<file path="config.mk">
export PLATFORM = sky130hd
export DESIGN_NAME = tunnel_peer_table_core
export DESIGN_NICKNAME = d
export VERILOG_FILES = /design/src/hw/rtl/tpt_pkg.sv /design/src/hw/rtl/tunnel_peer_table_core.sv /design/src/hw/rtl/tpt_front.sv /design/src/hw/rtl/tpt_back.sv
export VERILOG_INCLUDE_DIRS = /design/src /design/src/hw/rtl
export SDC_FILE = /design/constraint.sdc
export NUM_CORES = 2
export LEC_CHECK = 0
export BUFFER_PORTS_ARGS = -buffer_cell sky130_fd_sc_hd__buf_2
export CAP_MARGIN = 20
export CORE_ASPECT_RATIO = 0.7
export CORE_MARGIN = 2
export CORE_UTILIZATION = 34
export DETAILED_ROUTE_END_ITERATION = 10
export PLACE_DENSITY = 0.54
export SLEW_MARGIN = 0
export SYNTH_ARGS = -nofsm -noshare
export SYNTH_HDL_FRONTEND = slang
export SYNTH_SLANG_ARGS = --single-unit
</file>
<file path="constraint.sdc">
create_clock -name clk_i -period 7.6 [get_ports clk_i]
set_input_delay 0.38 -clock clk_i [delete_from_list [all_inputs] [get_ports clk_i]]
set_output_delay 0.38 -clock clk_i [all_outputs]
set_load 0.005 [all_outputs]
</file>
<file path="src/hw/rtl/tunnel_peer_table_core_assert.svh">
// Assertion macros for the tunnel peer table core
`ifndef TUNNEL_PEER_TABLE_CORE_ASSERT_SVH
`define TUNNEL_PEER_TABLE_CORE_ASSERT_SVH
`define TPT_ASSERT(label, prop, msg) \
  label: assert property (@(posedge clk_i) disable iff (!rst_ni) prop) else $error(msg);
`define TPT_ASSERT_NEVER(label, cond, msg) \
  label: assert property (@(posedge clk_i) disable iff (!rst_ni) !(cond)) else $error(msg);
`endif

</file>
<file path="src/hw/rtl/tpt_pkg.sv">
// Package: types and constants of the tunnel peer table
package tpt_pkg;
  localparam int unsigned TableEntries = 8;
  localparam int unsigned IdxW = $clog2(TableEntries);
  localparam logic [15:0] FrameOverhead = 16'd44;
  localparam int unsigned QueueDepth = 2;

  typedef enum logic [1:0] {
    OP_ADD = 2'd0, OP_DEL = 2'd1, OP_SEND = 2'd2, OP_RECV = 2'd3
  } op_e;

  typedef enum logic [2:0] {
    ST_OK = 3'd0, ST_FULL = 3'd1, ST_BAD_SLOT = 3'd2, ST_SHORT = 3'd3, ST_NO_MATCH = 3'd4
  } status_e;

  typedef enum logic [1:0] {
    BK_IDLE, BK_SCAN_BOTH, BK_SCAN_TAG, BK_DONE
  } back_state_e;

  typedef struct packed {
    logic [1:0]  operation;
    logic [2:0]  slot_index;
    logic [31:0] peer_address;
    logic [15:0] peer_port;
    logic [15:0] own_port;
    logic [31:0] peer_tag;
    logic [15:0] length_in;
  } in_item_t;

  typedef struct packed {
    logic [2:0]  status;
    logic [2:0]  slot_out;
    logic [63:0] nonce_count;
    logic [31:0] dest_address;
    logic [15:0] dest_port;
    logic [15:0] source_port;
    logic [31:0] tag_out;
    logic [15:0] length_out;
    logic        address_matched;
  } out_item_t;

  // classified command passed from front to back
  typedef struct packed {
    op_e         op;
    logic        idx_ok;
    logic        short_pkt;
    logic [15:0] len_calc;
    in_item_t    item;
  } cmd_t;
endpackage

</file>
<file path="src/hw/rtl/tunnel_peer_table_core.sv">
// Top level of the tunnel peer table core
// channel | direction | handshake             | payload
// in      | input     | in_valid / in_stall   | in_item_i
// out     | output    | out_valid / out_stall | out_item_o
// Add, delete, send and a too-short receive go straight to the done state, which raises
// out_valid; other receives first scan one entry per cycle for tag+address, then tag only.
// Reset clears all valid bits at once; entry data is not reset.
// A two-entry command queue lets the front accept items while the back works
// or its result waits under out_stall.
module tunnel_peer_table_core (
  input  logic               clk_i,
  input  logic               rst_ni,
  input  logic               in_valid,
  output logic               in_stall,
  input  tpt_pkg::in_item_t  in_item_i,
  output logic               out_valid,
  input  logic               out_stall,
  output tpt_pkg::out_item_t out_item_o
);
  import tpt_pkg::*;

  logic cmd_valid, cmd_pop;
  cmd_t cmd;

  tpt_front u_front (
    .clk_i, .rst_ni, .in_valid, .in_stall, .in_item_i,
    .cmd_valid_o(cmd_valid), .cmd_pop_i(cmd_pop), .cmd_o(cmd)
  );

  tpt_back u_back (
    .clk_i, .rst_ni, .cmd_valid_i(cmd_valid), .cmd_pop_o(cmd_pop), .cmd_i(cmd),
    .out_valid, .out_stall, .out_item_o
  );
endmodule

</file>
<file path="src/hw/rtl/tpt_front.sv">
// Front part: accept items, classify them and queue commands
module tpt_front (
  input  logic             clk_i,
  input  logic             rst_ni,
  input  logic             in_valid,
  output logic             in_stall,
  input  tpt_pkg::in_item_t in_item_i,
  output logic             cmd_valid_o,
  input  logic             cmd_pop_i,
  output tpt_pkg::cmd_t    cmd_o
);
  import tpt_pkg::*;

  localparam int unsigned PtrW = $clog2(QueueDepth);

  cmd_t            fifo_q [QueueDepth];
  logic [PtrW-1:0] wr_q, wr_d, rd_q, rd_d;
  logic [PtrW:0]   cnt_q, cnt_d;
  cmd_t            cmd_new;
  logic [16:0]     sum;
  logic            push;

  always_comb begin
    sum = {1'b0, in_item_i.length_in} + {1'b0, FrameOverhead};
    cmd_new.op = op_e'(in_item_i.operation);
    cmd_new.item = in_item_i;
    cmd_new.idx_ok = ({29'd0, in_item_i.slot_index} < 32'(TableEntries));
    cmd_new.short_pkt = in_item_i.length_in < FrameOverhead;
    if (cmd_new.op == OP_SEND) begin
      cmd_new.len_calc = sum[16] ? 16'hFFFF : sum[15:0];
    end else begin
      cmd_new.len_calc = in_item_i.length_in - FrameOverhead;
    end
  end

  assign in_stall = (cnt_q == (PtrW+1)'(QueueDepth));
  assign push = in_valid && !in_stall;
  assign cmd_valid_o = (cnt_q != '0);
  assign cmd_o = fifo_q[rd_q];

  always_comb begin
    wr_d = push ? wr_q + 1'b1 : wr_q;
    rd_d = cmd_pop_i ? rd_q + 1'b1 : rd_q;
    cnt_d = cnt_q + (PtrW+1)'(push) - (PtrW+1)'(cmd_pop_i);
  end

  always_ff @(posedge clk_i or negedge rst_ni) begin
    if (!rst_ni) begin
      wr_q <= '0;
      rd_q <= '0;
      cnt_q <= '0;
    end else begin
      wr_q <= wr_d;
      rd_q <= rd_d;
      cnt_q <= cnt_d;
    end
  end

  always_ff @(posedge clk_i) begin
    if (push) begin
      fifo_q[wr_q] <= cmd_new;
    end
  end

`include "tunnel_peer_table_core_assert.svh"
  `TPT_ASSERT_NEVER(a_no_pop_empty, cmd_pop_i && cnt_q == '0, "pop from empty queue")
  `TPT_ASSERT(a_cnt_range, cnt_q <= (PtrW+1)'(QueueDepth), "queue count overflow")
  `TPT_ASSERT(a_full_stalls, cnt_q == (PtrW+1)'(QueueDepth) |-> in_stall, "full queue not stalling")
endmodule

</file>
<file path="src/hw/rtl/tpt_back.sv">
// Back part: execute queued commands against the peer table
module tpt_back (
  input  logic               clk_i,
  input  logic               rst_ni,
  input  logic               cmd_valid_i,
  output logic               cmd_pop_o,
  input  tpt_pkg::cmd_t      cmd_i,
  output logic               out_valid,
  input  logic               out_stall,
  output tpt_pkg::out_item_t out_item_o
);
  import tpt_pkg::*;

  logic [TableEntries-1:0] valid_q, valid_d;
  logic [31:0] addr_q  [TableEntries];
  logic [15:0] rport_q [TableEntries];
  logic [15:0] lport_q [TableEntries];
  logic [31:0] tag_q   [TableEntries];
  logic [63:0] nonce_q [TableEntries];

  back_state_e state_q, state_d;
  logic [IdxW-1:0] scan_q, scan_d;
  out_item_t res_q, res_d;
  logic ov_q, ov_d;
  logic [IdxW-1:0] free_idx;
  logic free_any;
  logic [IdxW-1:0] sidx;
  logic slot_ok;
  logic wr_add, inc_nonce;
  logic tag_hit, addr_hit, last;

  always_comb begin
    free_any = 1'b0;
    free_idx = '0;
    for (int i = TableEntries - 1; i >= 0; i--) begin
      if (!valid_q[i]) begin
        free_any = 1'b1;
        free_idx = IdxW'(i);
      end
    end
  end

  assign sidx = cmd_i.item.slot_index[IdxW-1:0];
  assign slot_ok = cmd_i.idx_ok && valid_q[sidx];
  assign tag_hit = valid_q[scan_q] && (tag_q[scan_q] == cmd_i.item.peer_tag);
  assign addr_hit = addr_q[scan_q] == cmd_i.item.peer_address;
  assign last = (scan_q == IdxW'(TableEntries - 1));
  assign out_valid = ov_q;
  assign out_item_o = res_q;

  always_comb begin
    state_d = state_q;
    scan_d = scan_q;
    res_d = res_q;
    ov_d = ov_q && out_stall;
    valid_d = valid_q;
    cmd_pop_o = 1'b0;
    wr_add = 1'b0;
    inc_nonce = 1'b0;
    case (state_q)
      BK_IDLE: begin
        if (cmd_valid_i && !ov_d) begin
          res_d = '0;
          scan_d = '0;
          state_d = BK_DONE;
          case (cmd_i.op)
            OP_ADD: begin
              if (free_any) begin
                wr_add = 1'b1;
                valid_d[free_idx] = 1'b1;
                res_d.slot_out = 3'(free_idx);
              end else begin
                res_d.status = ST_FULL;
              end
            end
            OP_DEL: begin
              if (slot_ok) begin
                valid_d[sidx] = 1'b0;
                res_d.slot_out = cmd_i.item.slot_index;
              end else begin
                res_d.status = ST_BAD_SLOT;
              end
            end
            OP_SEND: begin
              if (slot_ok) begin
                inc_nonce = 1'b1;
                res_d.slot_out = cmd_i.item.slot_index;
                res_d.nonce_count = nonce_q[sidx];
                res_d.dest_address = addr_q[sidx];
                res_d.dest_port = rport_q[sidx];
                res_d.source_port = lport_q[sidx];
                res_d.tag_out = tag_q[sidx];
                res_d.length_out = cmd_i.len_calc;
              end else begin
                res_d.status = ST_BAD_SLOT;
              end
            end
            OP_RECV: begin
              if (cmd_i.short_pkt) begin
                res_d.status = ST_SHORT;
              end else begin
                state_d = BK_SCAN_BOTH;
              end
            end
            default: res_d.status = ST_BAD_SLOT;
          endcase
        end
      end
      BK_SCAN_BOTH: begin
        if (tag_hit && addr_hit) begin
          res_d.slot_out = 3'(scan_q);
          res_d.length_out = cmd_i.len_calc;
          res_d.address_matched = 1'b1;
          state_d = BK_DONE;
        end else if (last) begin
          scan_d = '0;
          state_d = BK_SCAN_TAG;
        end else begin
          scan_d = scan_q + 1'b1;
        end
      end
      BK_SCAN_TAG: begin
        if (tag_hit) begin
          res_d.slot_out = 3'(scan_q);
          res_d.length_out = cmd_i.len_calc;
          state_d = BK_DONE;
        end else if (last) begin
          res_d.status = ST_NO_MATCH;
          state_d = BK_DONE;
        end else begin
          scan_d = scan_q + 1'b1;
        end
      end
      BK_DONE: begin
        ov_d = 1'b1;
        cmd_pop_o = 1'b1;
        state_d = BK_IDLE;
      end
      default: state_d = BK_IDLE;
    endcase
  end

  always_ff @(posedge clk_i or negedge rst_ni) begin
    if (!rst_ni) begin
      state_q <= BK_IDLE;
      valid_q <= '0;
      ov_q <= 1'b0;
      scan_q <= '0;
    end else begin
      state_q <= state_d;
      valid_q <= valid_d;
      ov_q <= ov_d;
      scan_q <= scan_d;
    end
  end

  always_ff @(posedge clk_i) begin
    res_q <= res_d;
    if (wr_add) begin
      addr_q[free_idx] <= cmd_i.item.peer_address;
      rport_q[free_idx] <= cmd_i.item.peer_port;
      lport_q[free_idx] <= cmd_i.item.own_port;
      tag_q[free_idx] <= cmd_i.item.peer_tag;
      nonce_q[free_idx] <= 64'd1;
    end
    if (inc_nonce) begin
      nonce_q[sidx] <= nonce_q[sidx] + 64'd1;
    end
  end

`include "tunnel_peer_table_core_assert.svh"
  `TPT_ASSERT(a_hold_out, out_valid && out_stall |=> out_valid && $stable(out_item_o), "result dropped")
  `TPT_ASSERT(a_pop_done, cmd_pop_o |-> state_q == BK_DONE && cmd_valid_i, "pop outside done")
  `TPT_ASSERT(a_scan_recv, state_q == BK_SCAN_BOTH |-> cmd_i.op == OP_RECV, "scan without receive")
endmodule

</file>
==> impl_results.md <==
- Buffers from clock root to sink, at most: 4
- CTS tree: built
- Leftover overflow at the end of global routing: 0
- Slew margin rel.: 17.3%
- Worst voltage drop across the vdd grid: 328 uV
- Total number of vias: 43277
- Worst Reg-to-Reg Cells: 10
- Max_cap viols: 0
- Router iterations before antenna repair: 6
- Violation count after the first detailed-route iteration: approximately 5400
- Final cell count without fillers: roughly 7700
- Worst-margin pin slew: 1240 ps
- Core Region: 206000 sq um
- Area taken by multi-input logic gates: 18100 sq um
- Vias per Instance: 5.62
- Die footprint: ~210000 sq um
- Detail Placement HPWL: approximately 130000 um
- Netlist area before placement: 70700 sq um
- Filler instances: ~19000
- Quantity of gates resized following cts: 0
- Share of synthesized area occupied by flip-flops and latches: 72.8%
- Synthesized netlist cell count: 4369
- Hold Path Depth: 2
- Kind of critical path: reg -> reg
- Synth Flop Type: edfxtp_1
- Hold Violations, Final: 0
- Pins Over Slew Limit: 0
- Static Leakage: 26.4 nW
- Outcome: complete, no violations
- Fraction of registers with async set or reset after synthesis: 1.05%
- Post-placement cell count: 7268
- Post-Place Cell Area: 75800 sq um
- Die outline height: 385 um
- Number of cell rows: 139
- Count of synthesis-stage warnings from yosys: 0
- Endpoints failing setup: 0
- Cell at the root of the clock tree: clkbuf_16
- Chip width: 549 um
- Area taken by flip-flops and latches: 51500 sq um
- DRT Wirelength: 217000 um
- Number of nets in the finished design: just under 5000
- Growth of design area from synthesis to finish: 16.8%
- Crit Path Max Fanout: 42
- Number of remaining DRC errors: 0
- Hold-fix buffer count after cts: around 110
- Worst setup EP type: flop
- Reg clk slew, reported paths: 70 ps
- Number of synthesized flops with an enable pin: 1699
- Min-Delay Path Class: in -> reg
- Via count of the first global-routing pass: 42181
- Initial antenna violation count: 12
- Largest net degree at the start of global routing: 100
- Clock sink count: approximately 1700
- Maximum operating frequency: 168 MHz
- IO Port Bufs: 305
- Data required time of the critical path: 8120 ps
- Initial Utilization: 34.3%
- Fin Clk Skew: 73.7 ps
- Worst Path Arrival: about 6500 ps
- Commonest cells after routing, fill and taps aside: edfxtp_1, nand2_1, buf_2, a22oi_1, nor2_1
- Post CTS Setup Buffer Count: 0
- TritonCTS Buffers: ~180
- Most common library cell in the layout ignoring fill and taps: edfxtp_1
- Total power density per cell area: 369 nW/um^2
- Part of the cycle the worst path needs: 78.1%
- All-layer global routing usage: 20.0%
- Post-synthesis register bit count: 1717
- Drt wl/cell: 28.2 um
- First-pass GRT wire length: between 300000 and 400000 um
- Fraction of final layout cells sized beyond drive strength 1: about a fifth
- Clock network latency to the later pin of the worst-skew pair: around 850 ps
- Startpoint Class: flop
- Total Negative Setup Slacks: 0 ps
- Syn Nets: 4507
- Average footprint of a synthesized cell: 16.2 sq um
- Count of boundary I/O pins: 306
- Final critical-path required period: 5940 ps
- Fin area: around 83000 sq um
- Distinct cells, synth: 94
- Unrepaired setup endpoints after global routing: false
- Routability Congestion: between 0.8 and 0.9
- H-tree lvl count: 4
- Post-route antenna net violation count: 0
## cells in the mapped netlist, types with 22 or more instances
cell         n  area share [%]
a211oi_1    25            0.27
mux4_2     113             3.6
o22ai_1     42            0.37
o221ai_1    49            0.61
nor3_1      69            0.49
xor2_1      39            0.48
buf_4       26            0.28
inv_1       27            0.14
clkbuf_1   128            0.68
a22oi_1    248             2.6
o21ai_0     67            0.47
nand2_1    322             1.7
mux2_2     124             2.0
a221oi_1    40            0.50
buf_1       40            0.21
a41oi_1     30            0.37
nor2_1     264             1.4
mux2i_1    187             2.6
a21oi_1    194             1.4
nand4_1     37            0.33
a31oi_1     48            0.42
nand3_1     36            0.25
xnor2_1     54            0.67
a22o_1      37            0.46
and3_1      22            0.19
buf_2       57            0.40
nor4_1      30            0.27
edfxtp_1  1699              72
## sequential cells by signal (all words and copies together) (netlist names)
register,flops
u_front.rd_q,1
u_back.nonce_q,512
u_back.valid_q,8
u_back.out_item_o,183
u_back.scan_q,3
u_front.fifo_q,236
u_back.addr_q,256
u_back.rport_q,128
u_back.state_q,2
u_back.lport_q,128
u_back.out_valid,1
u_back.tag_q,256
u_front.cnt_q,2
u_front.wr_q,1
## cells by family (layout without fill, tap and decap cells)
kind of cell,Yosys count,after routing,share of synthesized area [%]
xor+xnor,93,93,1.15
flops,1717,1717,72.8
compound gates,924,924,9.37
fa+ha+maj,17,17,0.301
mux,428,428,8.32
buf+inv,296,876,1.99
other cells,0,1,0
simple gates,894,894,6.06
## report_power, final
group          switching, W  total [W]  internal [W]
Sequential         0.000431     0.0125        0.0120
Clock               0.00370    0.00866       0.00496
Combinational       0.00640    0.00931       0.00291
Total                0.0105     0.0304        0.0199
## worst paths after layout
check	start	endpoint	slack, ps
min in group asynchronous	rst_ni	u_back.valid_q[1]	200
worst min-delay path	in_item_i[13]	u_front.fifo_q[0][130]	60
worst max-delay path	u_front.rd_q	u_back.nonce_q[6][62]	1660
worst max register to register	u_front.rd_q	u_back.nonce_q[6][62]	1660
worst min register to register	u_front.cnt_q[1]	u_front.cnt_q[1]	500
max in group asynchronous	rst_ni	u_back.scan_q[1]	6880
## through the flow
| step | hold slack [ps] | util (%) | total power (W) | setup WS, ps |
|---|---|---|---|---|
| detailed placement | 460 | 36.8 | 0.0219 | 1810 |
| global route | 70.6 | 40.1 | 0.0317 | 1360 |
| CTS | 0.519 | 40.1 | 0.0306 | 1770 |
| global placement | 459 | 36.8 | 0.0218 | 1860 |
| floorplan | 84.4 | - | 0.0182 | 197 |
| finish | 64.1 | 40.1 | 0.0304 | 1660 |
## critical path, stage by stage, from the launching register on
cell	delay [ps]
dfrtp_4	870
mux2_4	620
nand2_1	450
buf_4	470
o221ai_1	190
a221o_1	510
nor4_4	480
nand4_4	300
nor3_2	900
nand4_1	160
a21oi_1	580
## final cells by class
| cell class | count | share of cell area (%) |
|---|---|---|
| diodes | 1 | 0.00303 |
| clock buffers | 209 | 5.65 |
| clock inverters | 107 | 1.21 |
| inverters | 28 | 0.136 |
| multi-input cells | 2356 | 21.9 |
| flip-flops and latches | 1717 | 62.3 |
| well taps | 2749 | 4.17 |
| repair buffers | 532 | 4.59 |
## layer usage
layer | vias to the layer above | global-route usage, % | part of all wire (%)
li1 | 18490 | - | -
met1 | 22387 | 29.6 | 45
met2 | 2066 | 29.3 | 44
met3 | 328 | 4.39 | 9.0
met4 | 6 | 5.77 | 2.8
met5 | - | 0 | 0.018
Note: power is estimated with default switching activity, not from simulation.
